**src/hdl/assert_macros.svh**
```systemverilog
// Assertion macros for the CBOR item counter; expect clk and rst_n in scope.
`ifndef ASSERT_MACROS_SVH
`define ASSERT_MACROS_SVH

// Condition holds at every edge out of reset.
`define CIC_ASSERT(lbl, cond, msg) \
    lbl: assert property (@(posedge clk) disable iff (!rst_n) (cond)) else $error(msg);

// Same-cycle implication.
`define CIC_ASSERT_IMPL(lbl, ante, cons, msg) \
    lbl: assert property (@(posedge clk) disable iff (!rst_n) (ante) |-> (cons)) else $error(msg);

// Next-cycle implication.
`define CIC_ASSERT_NEXT(lbl, ante, cons, msg) \
    lbl: assert property (@(posedge clk) disable iff (!rst_n) (ante) |=> (cons)) else $error(msg);

`endif

```
**src/hdl/cic_pkg.sv**
```systemverilog
// Shared constants, types and control structs of the CBOR item counter.
package cic_pkg;

    localparam int MAX_DEPTH = 32;
    localparam int LVL_W     = $clog2(MAX_DEPTH + 1);
    localparam int IDX_W     = (MAX_DEPTH > 1) ? $clog2(MAX_DEPTH) : 1;
    localparam logic [LVL_W-1:0] LVL_MAX = LVL_W'(MAX_DEPTH);

    localparam logic [7:0] AI_MASK     = 8'h1F;
    localparam int         MAJOR_SHIFT = 5;
    localparam logic [4:0] AI_ONE_BYTE    = 5'd24;
    localparam logic [4:0] AI_TWO_BYTES   = 5'd25;
    localparam logic [4:0] AI_FOUR_BYTES  = 5'd26;
    localparam logic [4:0] AI_EIGHT_BYTES = 5'd27;

    localparam logic [2:0] MAJ_BSTR   = 3'd2;
    localparam logic [2:0] MAJ_TSTR   = 3'd3;
    localparam logic [2:0] MAJ_ARRAY  = 3'd4;
    localparam logic [2:0] MAJ_MAP    = 3'd5;
    localparam logic [2:0] MAJ_TAG    = 3'd6;
    localparam logic [2:0] MAJ_SIMPLE = 3'd7;

    typedef enum logic [1:0] {
        PH_HEADER   = 2'd0,
        PH_ARGUMENT = 2'd1,
        PH_SKIP     = 2'd2
    } phase_t;

    typedef enum logic [1:0] {
        EV_NONE = 2'd0,
        EV_DONE = 2'd1,
        EV_PUSH = 2'd2
    } ev_t;

    typedef enum logic [3:0] {
        S_IN   = 4'b0001,
        S_DONE = 4'b0010,
        S_POP  = 4'b0100,
        S_EMIT = 4'b1000
    } state_t;

    typedef struct packed {
        logic take;
        logic push;
        logic dec;
        logic pop;
        logic load_top;
        logic emit;
        logic emit_ovf;
    } cmd_t;

    typedef struct packed {
        ev_t  ev;
        logic level_full;
        logic level_zero;
        logic level_one;
        logic top_closes;
        logic out_free;
    } status_t;

endpackage

```
**src/hdl/cic_in_if.sv**
```systemverilog
// Input byte channel of the CBOR item counter.
interface cic_in_if;
    logic       valid;
    logic       ready;
    logic [7:0] data_byte;
    logic       start_of_buffer;

    modport source (output valid, output data_byte, output start_of_buffer, input ready);
    modport sink   (input valid, input data_byte, input start_of_buffer, output ready);
endinterface

```
**src/hdl/cic_out_if.sv**
```systemverilog
// Result channel of the CBOR item counter.
interface cic_out_if;
    logic        valid;
    logic        ready;
    logic [31:0] item_count;
    logic        depth_overflow;

    modport source (output valid, output item_count, output depth_overflow, input ready);
    modport sink   (input valid, input item_count, input depth_overflow, output ready);
endinterface

```
**src/hdl/cic_ctrl.sv**
```systemverilog
// Sequencer: byte intake, level close/pop steps and result emission.
module cic_ctrl (
    input  logic             clk,
    input  logic             rst_n,
    input  logic             in_valid,
    output logic             in_ready,
    input  cic_pkg::status_t st,
    output cic_pkg::cmd_t    cmd
);
    import cic_pkg::*;

    state_t state_reg, state_next;
    logic   ovf_reg, ovf_next;

    always_comb
    begin
        state_next = state_reg;
        ovf_next   = ovf_reg;
        cmd        = '0;
        in_ready   = (state_reg == S_IN);
        case (state_reg)
            S_IN:
            begin
                if (in_valid)
                begin
                    cmd.take = 1'b1;
                    case (st.ev)
                        EV_DONE: state_next = S_DONE;
                        EV_PUSH:
                        begin
                            if (st.level_full)
                            begin
                                ovf_next   = 1'b1;
                                state_next = S_EMIT;
                            end
                            else
                            begin
                                cmd.push = 1'b1;
                            end
                        end
                        default: state_next = S_IN;
                    endcase
                end
            end
            S_DONE:
            begin
                if (st.level_zero)
                begin
                    ovf_next   = 1'b0;
                    state_next = S_EMIT;
                end
                else if (st.top_closes)
                begin
                    cmd.pop    = 1'b1;
                    state_next = st.level_one ? S_DONE : S_POP;
                end
                else
                begin
                    cmd.dec    = 1'b1;
                    state_next = S_IN;
                end
            end
            S_POP:
            begin
                cmd.load_top = 1'b1;
                state_next   = S_DONE;
            end
            S_EMIT:
            begin
                if (st.out_free)
                begin
                    cmd.emit     = 1'b1;
                    cmd.emit_ovf = ovf_reg;
                    state_next   = S_IN;
                end
            end
            default: state_next = S_IN;
        endcase
    end

    always_ff @(posedge clk or negedge rst_n)
    begin
        if (!rst_n)
        begin
            state_reg <= S_IN;
            ovf_reg   <= 1'b0;
        end
        else
        begin
            state_reg <= state_next;
            ovf_reg   <= ovf_next;
        end
    end

endmodule

```
**src/hdl/cic_datapath.sv**
```systemverilog
// Header decode, argument/skip counters, level stack and result register.
module cic_datapath (
    input  logic             clk,
    input  logic             rst_n,
    input  logic [7:0]       data_byte,
    input  logic             start_of_buffer,
    input  cic_pkg::cmd_t    cmd,
    output cic_pkg::status_t st,
    output logic             out_valid,
    input  logic             out_ready,
    output logic [31:0]      item_count,
    output logic             depth_overflow
);
    import cic_pkg::*;

    phase_t            phase_reg, phase_next;
    logic [2:0]        major_reg, major_next;
    logic [63:0]       accum_reg, accum_next;
    logic [3:0]        bytes_reg, bytes_next;
    logic [63:0]       skip_reg, skip_next;
    logic [LVL_W-1:0]  level_reg, level_next;
    logic [31:0]       count_reg, count_next;
    logic [63:0]       top_rem_reg, top_rem_next;
    logic              top_half_reg, top_half_next;
    logic              out_valid_reg, out_valid_next;
    logic [31:0]       out_count_reg;
    logic              out_ovf_reg;
    logic [64:0]       rd_data_reg;
    logic [64:0]       stack_mem [MAX_DEPTH];

    // decode of the offered byte
    phase_t            phase_eff, t_phase;
    logic [LVL_W-1:0]  level_eff, level_m1, level_m2;
    logic [31:0]       count_eff, t_count;
    logic [2:0]        hdr_major, arg_major, t_major;
    logic [4:0]        low5;
    logic [63:0]       t_accum, t_skip, acc_shift, arg_n, push_rem;
    logic [3:0]        t_bytes;
    logic              arg_go, push_half;
    ev_t               ev;
    logic [IDX_W-1:0]  wr_idx, rd_idx;

    assign phase_eff = start_of_buffer ? PH_HEADER : phase_reg;
    assign level_eff = start_of_buffer ? '0 : level_reg;
    assign count_eff = start_of_buffer ? 32'd0 : count_reg;
    assign hdr_major = 3'(data_byte >> MAJOR_SHIFT);
    assign low5      = 5'(data_byte & AI_MASK);
    assign acc_shift = {accum_reg[55:0], data_byte};
    assign level_m1  = level_eff - LVL_W'(1);
    assign level_m2  = level_reg - LVL_W'(2);
    assign wr_idx    = level_m1[IDX_W-1:0];
    assign rd_idx    = level_m2[IDX_W-1:0];

    always_comb
    begin
        t_phase   = phase_eff;
        t_major   = major_reg;
        t_accum   = accum_reg;
        t_bytes   = bytes_reg;
        t_skip    = skip_reg;
        t_count   = count_eff;
        arg_go    = 1'b0;
        arg_n     = 64'd0;
        arg_major = major_reg;
        ev        = EV_NONE;
        push_rem  = 64'd0;
        push_half = 1'b0;
        case (phase_eff)
            PH_HEADER:
            begin
                t_count   = count_eff + 32'd1;
                t_major   = hdr_major;
                arg_major = hdr_major;
                if (hdr_major == MAJ_SIMPLE)
                begin
                    if (low5 >= AI_ONE_BYTE && low5 <= AI_EIGHT_BYTES)
                    begin
                        t_skip  = 64'd1 << low5[1:0];
                        t_phase = PH_SKIP;
                    end
                    else
                    begin
                        ev = EV_DONE;
                    end
                end
                else if (low5 < AI_ONE_BYTE)
                begin
                    arg_go = 1'b1;
                    arg_n  = 64'(low5);
                end
                else if (low5 <= AI_EIGHT_BYTES)
                begin
                    t_accum = 64'd0;
                    t_bytes = 4'd1 << low5[1:0];
                    t_phase = PH_ARGUMENT;
                end
                else
                begin
                    arg_go = 1'b1;
                end
            end
            PH_ARGUMENT:
            begin
                t_accum = acc_shift;
                t_bytes = (bytes_reg != 4'd0) ? bytes_reg - 4'd1 : 4'd0;
                if (t_bytes == 4'd0)
                begin
                    arg_go = 1'b1;
                    arg_n  = acc_shift;
                end
            end
            PH_SKIP:
            begin
                t_skip = (skip_reg != 64'd0) ? skip_reg - 64'd1 : 64'd0;
                if (t_skip == 64'd0)
                begin
                    ev = EV_DONE;
                end
            end
            default: t_phase = PH_HEADER;
        endcase

        if (arg_go)
        begin
            case (arg_major)
                MAJ_BSTR, MAJ_TSTR:
                begin
                    if (arg_n != 64'd0)
                    begin
                        t_skip  = arg_n;
                        t_phase = PH_SKIP;
                    end
                    else
                    begin
                        ev = EV_DONE;
                    end
                end
                MAJ_ARRAY:
                begin
                    if (arg_n == 64'd0)
                    begin
                        ev = EV_DONE;
                    end
                    else
                    begin
                        ev        = EV_PUSH;
                        push_rem  = arg_n >> 1;
                        push_half = arg_n[0];
                    end
                end
                MAJ_MAP:
                begin
                    if (arg_n == 64'd0)
                    begin
                        ev = EV_DONE;
                    end
                    else
                    begin
                        ev       = EV_PUSH;
                        push_rem = arg_n;
                    end
                end
                MAJ_TAG:
                begin
                    ev        = EV_PUSH;
                    push_half = 1'b1;
                end
                default: ev = EV_DONE;
            endcase
        end

        if (ev != EV_NONE)
        begin
            t_phase = PH_HEADER;
        end
    end

    assign st.ev         = ev;
    assign st.level_full = (level_eff >= LVL_MAX);
    assign st.level_zero = (level_reg == '0);
    assign st.level_one  = (level_reg == LVL_W'(1));
    assign st.top_closes = top_half_reg && (top_rem_reg == 64'd0);
    assign st.out_free   = !out_valid_reg || out_ready;

    always_comb
    begin
        phase_next     = phase_reg;
        major_next     = major_reg;
        accum_next     = accum_reg;
        bytes_next     = bytes_reg;
        skip_next      = skip_reg;
        level_next     = level_reg;
        count_next     = count_reg;
        top_rem_next   = top_rem_reg;
        top_half_next  = top_half_reg;
        out_valid_next = out_valid_reg && !out_ready;
        if (cmd.take)
        begin
            phase_next = t_phase;
            major_next = t_major;
            accum_next = t_accum;
            bytes_next = t_bytes;
            skip_next  = t_skip;
            count_next = t_count;
            level_next = level_eff;
        end
        if (cmd.push)
        begin
            level_next    = level_eff + LVL_W'(1);
            top_rem_next  = push_rem;
            top_half_next = push_half;
        end
        if (cmd.dec)
        begin
            if (top_half_reg)
            begin
                top_half_next = 1'b0;
            end
            else
            begin
                top_rem_next  = top_rem_reg - 64'd1;
                top_half_next = 1'b1;
            end
        end
        if (cmd.pop)
        begin
            level_next = level_reg - LVL_W'(1);
        end
        if (cmd.load_top)
        begin
            top_rem_next  = rd_data_reg[64:1];
            top_half_next = rd_data_reg[0];
        end
        if (cmd.emit)
        begin
            out_valid_next = 1'b1;
            phase_next     = PH_HEADER;
            level_next     = '0;
            count_next     = 32'd0;
        end
    end

    always_ff @(posedge clk or negedge rst_n)
    begin
        if (!rst_n)
        begin
            phase_reg     <= PH_HEADER;
            major_reg     <= 3'd0;
            accum_reg     <= 64'd0;
            bytes_reg     <= 4'd0;
            skip_reg      <= 64'd0;
            level_reg     <= '0;
            count_reg     <= 32'd0;
            out_valid_reg <= 1'b0;
        end
        else
        begin
            phase_reg     <= phase_next;
            major_reg     <= major_next;
            accum_reg     <= accum_next;
            bytes_reg     <= bytes_next;
            skip_reg      <= skip_next;
            level_reg     <= level_next;
            count_reg     <= count_next;
            out_valid_reg <= out_valid_next;
        end
    end

    always_ff @(posedge clk)
    begin
        top_rem_reg  <= top_rem_next;
        top_half_reg <= top_half_next;
        if (cmd.emit)
        begin
            out_count_reg <= count_reg;
            out_ovf_reg   <= cmd.emit_ovf;
        end
    end

    // levels below the top; the top level lives in top_rem/top_half
    always_ff @(posedge clk)
    begin
        if (cmd.push && (level_eff != '0))
        begin
            stack_mem[wr_idx] <= {top_rem_reg, top_half_reg};
        end
        rd_data_reg <= stack_mem[rd_idx];
    end

    assign out_valid      = out_valid_reg;
    assign item_count     = out_count_reg;
    assign depth_overflow = out_ovf_reg;

endmodule

```
**src/hdl/cbor_item_counter.sv**
```systemverilog
// CBOR item counter: counts the data items of each top-level item in a byte stream.
//
// stream: one byte of encoded CBOR per beat; start_of_buffer on a beat clears
//   the parser before that byte is decoded.
// result: one beat per finished top-level item with item_count (wraps mod 2^32)
//   and depth_overflow = 0, or, when a container or tag would open a level past
//   MAX_DEPTH, a beat with depth_overflow = 1 and the count so far; the
//   parser then starts over.
// Throughput: one byte per cycle while the sequencer is in S_IN. A byte that ends
//   an item adds a close step in S_DONE, plus a pop and a reload of the new top
//   (S_POP) for each level it closes that has another open below it. Ending the
//   top-level item adds a pop for the outermost level, if any, and the result write
//   in S_EMIT, which waits until the output register is free; a byte that overflows
//   the stack goes straight to S_EMIT, which loads the result into the output register.
// The output register lets bytes keep flowing while a result waits; a second
//   result holds off the input until the first is taken.
// Reset: asynchronous, active low; parser empty, no result pending. The level
//   stack needs no clearing, entries are written before they are read.
module cbor_item_counter (
    input  logic      clk,
    input  logic      rst_n,
    cic_in_if.sink    stream,
    cic_out_if.source result
);
    import cic_pkg::*;

    `include "assert_macros.svh"

    cmd_t    cmd;
    status_t st;

    cic_ctrl u_ctrl (
        .clk      (clk),
        .rst_n    (rst_n),
        .in_valid (stream.valid),
        .in_ready (stream.ready),
        .st       (st),
        .cmd      (cmd)
    );

    cic_datapath u_datapath (
        .clk             (clk),
        .rst_n           (rst_n),
        .data_byte       (stream.data_byte),
        .start_of_buffer (stream.start_of_buffer),
        .cmd             (cmd),
        .st              (st),
        .out_valid       (result.valid),
        .out_ready       (result.ready),
        .item_count      (result.item_count),
        .depth_overflow  (result.depth_overflow)
    );

    `CIC_ASSERT_IMPL(a_push_room, cmd.push, !st.level_full, "push into a full level stack")
    `CIC_ASSERT_IMPL(a_pop_open, cmd.pop, !st.level_zero, "pop with no open level")
    `CIC_ASSERT(a_take_alone, !(cmd.take && (cmd.dec || cmd.pop || cmd.emit)), "take overlaps step")
    `CIC_ASSERT_NEXT(a_emit_out, cmd.emit, result.valid && stream.ready, "emit lost or stalled")

endmodule

```
**src/flat_wrapper.sv**
```systemverilog
// flat-port wrapper written by rule: the top's interface ports become plain ports
module cbor_item_counter_flat import cic_pkg::*;
  (clk, rst_n, stream_valid, stream_data_byte, stream_start_of_buffer, stream_ready, result_valid, result_item_count, result_depth_overflow, result_ready);
  cic_in_if stream_i ();
  cic_out_if result_i ();
  input  logic clk;
  input  logic rst_n;
  input wire logic [$bits(stream_i.valid)-1:0] stream_valid;
  input wire logic [$bits(stream_i.data_byte)-1:0] stream_data_byte;
  input wire logic [$bits(stream_i.start_of_buffer)-1:0] stream_start_of_buffer;
  output wire logic [$bits(stream_i.ready)-1:0] stream_ready;
  output wire logic [$bits(result_i.valid)-1:0] result_valid;
  output wire logic [$bits(result_i.item_count)-1:0] result_item_count;
  output wire logic [$bits(result_i.depth_overflow)-1:0] result_depth_overflow;
  input wire logic [$bits(result_i.ready)-1:0] result_ready;
  assign stream_i.valid = stream_valid;
  assign stream_i.data_byte = stream_data_byte;
  assign stream_i.start_of_buffer = stream_start_of_buffer;
  assign stream_ready = stream_i.ready;
  assign result_valid = result_i.valid;
  assign result_item_count = result_i.item_count;
  assign result_depth_overflow = result_i.depth_overflow;
  assign result_i.ready = result_ready;
  cbor_item_counter u_core (.clk(clk), .rst_n(rst_n), .stream(stream_i), .result(result_i));
endmodule
```
**config.mk**
```make
export PLATFORM = sky130hd
export DESIGN_NAME = cbor_item_counter_flat
export DESIGN_NICKNAME = d
export VERILOG_FILES = /design/src/hdl/cic_pkg.sv /design/src/hdl/cic_in_if.sv /design/src/hdl/cic_out_if.sv /design/src/hdl/cic_ctrl.sv /design/src/hdl/cic_datapath.sv /design/src/hdl/cbor_item_counter.sv /design/src/flat_wrapper.sv
export VERILOG_INCLUDE_DIRS = /design/src /design/src/hdl
export SDC_FILE = /design/constraint.sdc
export NUM_CORES = 2
export LEC_CHECK = 0
export BUFFER_PORTS_ARGS = -buffer_cell sky130_fd_sc_hd__buf_2
export CAP_MARGIN = 15
export CELL_PAD_IN_SITES_DETAIL_PLACEMENT = 0
export CELL_PAD_IN_SITES_GLOBAL_PLACEMENT = 1
export CORE_MARGIN = 1
export CORE_UTILIZATION = 50
export CTS_CLUSTER_SIZE = 8
export DETAILED_ROUTE_END_ITERATION = 8
export GPL_ROUTABILITY_DRIVEN = 0
export PLACE_DENSITY_LB_ADDON = 0.1
export SLEW_MARGIN = 25
export SYNTH_ARGS = -nofsm -noshare
export SYNTH_HDL_FRONTEND = slang
export SYNTH_HIERARCHICAL = 1
export SYNTH_SLANG_ARGS = --single-unit
```
**constraint.sdc**
```tcl
create_clock -name clk -period 9.1 [get_ports clk]
set_clock_uncertainty 0.05 [all_clocks]
set_input_delay 0.91 -clock clk [delete_from_list [all_inputs] [get_ports clk]]
set_output_delay 0.91 -clock clk [all_outputs]
set_load 0.02 [all_outputs]
```
; ---- After elaboration in Yosys (flattened, before gate mapping)
; Memory sizes are Yosys's and may differ from the RTL's. A register that Yosys moved wholly into a read port is not among the register bits.
; Index checks and enable logic that the tools add are counted.
[classes]
n_reduce_logical = 30
shifts = 2
n_mux = 97
order_cmp = 4
addsub = 8
eq_ne = 24
[ops]
columns = operator, n
row1 = 2-to-1 mux 64 bit, 13
row2 = case mux 64 bit (2 select lines), 3
row3 = logical NOT 64 bit, 3
row4 = 2-to-1 mux 56 bit, 3
row5 = 2-to-1 mux 32 bit, 4
row6 = nonzero test 64 bit, 2
row7 = subtractor 64 x 1 -> 64 bit (second input constant), 2
row8 = case mux 56 bit (2 select lines), 1
row9 = left shift 1 x 2 -> 64 bit (first input constant), 1
row10 = 2-to-1 mux 63 bit, 1
row11 = 2-to-1 mux 2 bit, 20
row12 = adder 32 x 1 -> 32 bit (second input constant), 1
row13 = 2-to-1 mux 4 bit, 8
row14 = 2-to-1 mux 6 bit, 5
row15 = 2-to-1 mux 1 bit, 25
row16 = case mux 4 bit (2 select lines), 2
row17 = case mux 4 bit (4 select lines), 1
row18 = equality test 3 bit (second input constant), 4
row19 = 2-to-1 mux 5 bit, 2
row20 = AND reduction 5 bit, 2
row21 = 2-to-1 mux 3 bit, 3
row22 = inequality test 2 x 1 -> 1 bit (second input constant), 4
row23 = inequality test 2 bit (second input constant), 4
row24 = case mux 1 bit (2 select lines), 4
row25 = other kinds (34), 47
[word_totals]
mem_bits_rw = 2080
inputBits = 13
word_cells = 180
out_inout_bits = 35
memories = 1
register_bits = 271
[memory_table]
columns = name, words, width, read_ports, rd_ports_with_merged_regs, write_ports, line_no
row1 = u_core.u_datapath.stack_mem, 32, 65, 1, 1, 1, cic_datapath.sv:29  ; logic [64:0] stack_mem [MAX_DEPTH];

; ---- Logic depth before layout (Yosys ltp)
[logic_depth]
word_depth = 17
depth_mapped = 25
depth_no_buf = 21

; ---- Cells and area by module
; Netlist, hierarchy kept.
[by_module_without_submodules]
columns = module, instances, cells_per_inst, area_per_inst_um2, seq_area_each_um2
row1 = cic_datapath, 1, 5196, 96640.2, 70267.4
row2 = cic_ctrl, 1, 38, 377.9, 126.4

; ---- Worst setup path after synthesis
; Ideal clock, no wire load.
[synth_path]
path_type = flip-flop to flip-flop
start = reg u_core.u_datapath.skip_reg[36]
end = mem u_core.u_datapath.stack_mem[31][0], enable pin
arrival_time_ns = 6.966
period_less_slack_ns = 7.511
required_ns = 8.555
setup_time_ns = 0.495
setup_slack_ns = 1.589
path_buffers = 3
stages_incl_launch_ff = 21
path_cell_list = dfrtp_1 or4_1 buf_2 or4_4 buf_6 or4_4 or3_1 nand4_1 nor4_2 nand4_1 a21o_1 a21oi_1 inv_1 ha_1 nand2b_1 nor2_1 clkbuf_1 inv_1 nor2_1 nand2_1 nor2b_1
[synth_lines]
columns = element, line_no
row1 = "start, declared", cic_datapath.sv:20  ; logic [63:0] skip_reg, skip_next;
row2 = "start signal, assigned", cic_datapath.sv:262  ; skip_reg <= skip_next;
row3 = "end, declared", cic_datapath.sv:29

==> results.txt <==
RSZ-0062 raised after global routing -> no
largest net degree at the start of global routing -> 124
Max Cap Viol -> 0
WP data required -> 9.58 ns
I/O pin cnt -> 48
syn_nets -> 5262
Die Wd -> 442 um
number of synthesized flops with an enable pin -> 2114
Nets -> 5543
Post-DRT Antenna Nets -> 0
most frequent cells in the layout -> 2114 x edfxtp_1, 650 x mux4_2, 362 x clkbuf_16, 357 x nand2_1, 210 x clkbuf_1
Starting Density -> 0.504
Final setup viols -> 0
outcome -> completed
met3 Track Usage GR -> 0.0402
RR Startpoint -> u_core/u_datapath/skip_reg[9]
CP Class -> reg -> reg
pwr/cell area -> 284 mW/mm2
reg2reg setup slack -> 1.82 ns
relative slew slack -> 0.249
Leak Pwr -> 0.0363 uW
setup TNS -> 0 ns
post-cts hold buffer count -> 1
initial antenna violation count -> 6
Crit. End Element -> flip-flop
FF+latch count, synth -> 2416
Hold EP -> u_core/u_datapath/accum_reg[2]
Slew Limit Fails -> 0
crit path launch type -> flip-flop
Clock Sinks -> 2416
clk slew on worst S/H paths -> 0.05 ns
crit path DAT -> 7.77 ns
DR vias/cell -> 6.43
Synth-to-Final Area Change -> 14.8%
M2 GR Usage -> 0.431
Async SR Flop Fraction -> 0.0716
vias in the first global route -> 52.8k
met1 usage -> 0.409
first-pass GRT wire length -> 390000 um
Synth cell types -> 83
Ys Warns -> 6
Hold Violations, Final -> 0
grt ovf -> 0
row cnt -> 161
via count -> 53.2k
Final HPWL DP -> 149000 um
final worst-path cycle share -> 0.800
cell area after synthesis -> 0.0970 mm2
max reg flops -> 2080
Post-CTS Resized -> 0
Post-Route WL -> 270000 um
Residual DRC -> 0
area of the core -> 0.193 mm2
Tot GR Track Use -> 0.278
Top Usage Layer GRT -> met2
Seq/Total Area, Yosys -> 0.726
most common cell after layout, fill and taps aside -> edfxtp_1
Iter 0 DRT Violations -> 6001
H-tree levels -> 5
Gate Count Post-Synth -> 5234
worst-skew pair later-pin latency -> 0.93 ns
IR drop worst, VDD -> 0.226 mV
ys flop type -> edfxtp_1
min-delay src -> stream_data_byte[2]
syn avg cell area -> 18.5 um2
FF-to-FF path depth -> 19
DR pass1 iterations -> 6
Tmin final -> 7.28 ns
Hold WC Path Type -> in -> reg
Inserted Clock Buffers -> 353
area of the multi-input gates -> 0.0256 mm2
TritonCTS clock tree -> yes
die area -> 0.196 mm2
storage element area -> 0.0704 mm2
Post-CTS Setup Bufs -> 0
slew of the pin with the lowest slew margin -> 1.13 ns
share of cells above drive strength 1 -> 0.246
port buffer count -> 47
clock tree buffer depth -> 4
Worst Hold Depth -> 3
clk root buf -> clkbuf_16
Final Power -> 31600 uW
DIE HEIGHT -> 442 um
fillcell total -> 14.4k
worst-path fanout max -> 29
max frequency -> 0.137 GHz
drt wl/cell -> 32.7 um
FF-to-FF End -> u_core/u_datapath/stack_mem[15][32]
## report_power, final
group	internal, uW	switching (uW)	total (uW)	leakage, uW
Combinational	2320	3560	5890	0.00881
Sequential	13400	533	13900	0.0227
Clock	7290	4520	11800	0.00475
Total	23000	8610	31600	0.0363
## worst max-delay path, cell delays in order (launching register included)
cell	delay, ns
dfrtp_1	0.45
nor3_1	0.62
nand4_1	0.59
nor3_1	0.78
and3_1	0.26
xor2_1	0.21
nor4_1	0.09
nand4_1	0.14
a21o_1	0.18
a21oi_1	0.10
inv_1	0.07
ha_1	0.18
nand2b_1	0.12
nor2_4	0.10
inv_1	0.06
nor2_1	0.25
nand2_1	0.50
nor2_4	0.84
buf_4	0.56
buf_4	0.58
## cells by family after synthesis
family	Yosys count	synth area share
AOI/OAI and AO/OA	585	0.0374
xor gates and xnor gates	68	0.00614
adders and majority gates	15	0.00193
buffers and inverters	363	0.0142
DFF	2416	0.726
muxes	761	0.163
and+or+nand+nor	1026	0.0515
## Yosys cell counts, types with 39 or more instances
cell type | count | area [um2]
inv_1 | 57 | 214
dfrtp_1 | 172 | 4300
mux2i_1 | 39 | 390
clkbuf_1 | 226 | 848
nor2_1 | 223 | 837
nor4_1 | 58 | 363
dfxtp_1 | 129 | 2580
edfxtp_1 | 2114 | 63500
a21oi_1 | 160 | 801
mux4_2 | 650 | 14600
buf_1 | 72 | 270
nor3_1 | 75 | 375
mux2_2 | 72 | 811
nand3_1 | 101 | 505
o21ai_0 | 167 | 836
nand2_1 | 358 | 1340
## cell type report
cell class                 instances  share of cell area
antenna                            2           0.0000449
clock buffer                     574              0.0887
clock inverter                     6            0.000528
inverter                          58             0.00195
multi-input combinational       2455               0.230
sequential                      2416               0.632
tap                             2526              0.0284
timing repair buffer             231              0.0184
## per-stage QoR
step                      area (um2)  worst slack (ns)  utilization  std cells  hold slack (ns)
after floorplan                97000              1.59            -       5234            0.356
after global placement        101000              1.92        0.526       7680            0.360
after detailed placement      101000              1.97        0.527       7685            0.372
after CTS                     111000              1.90        0.578       8266            0.222
after global routing          111000              1.33        0.578       8266            0.260
final                         111000              1.82        0.578       8268            0.277
## worst max-delay path by stage
| stage | start | endpoint | slack [ns] | depth (start not counted) |
|---|---|---|---|---|
| floorplan | u_core/u_datapath/skip_reg[36] | u_core/u_datapath/stack_mem[31][0] | 1.59 | 20 |
| global placement | u_core/u_datapath/skip_reg[8] | u_core/u_datapath/stack_mem[15][40] | 1.92 | 19 |
| detailed placement | u_core/u_datapath/skip_reg[8] | u_core/u_datapath/stack_mem[14][21] | 1.97 | 19 |
| CTS | u_core/u_datapath/skip_reg[9] | u_core/u_datapath/stack_mem[15][39] | 1.90 | 19 |
| global route | u_core/u_datapath/skip_reg[9] | u_core/u_datapath/stack_mem[14][16] | 1.33 | 19 |
| finish | u_core/u_datapath/skip_reg[9] | u_core/u_datapath/stack_mem[15][32] | 1.82 | 19 |
## routing by layer
layer / vias to the layer above / wire length, um / part of all wire
met4: 2 / 8580 / 0.032
met5: - / 12 / 0.000044
met3: 461 / 18900 / 0.070
met1: 28400 / 115000 / 0.43
met2: 2304 / 128000 / 0.47
li1: 22000 / - / -
(Power assumes the default switching activity.)
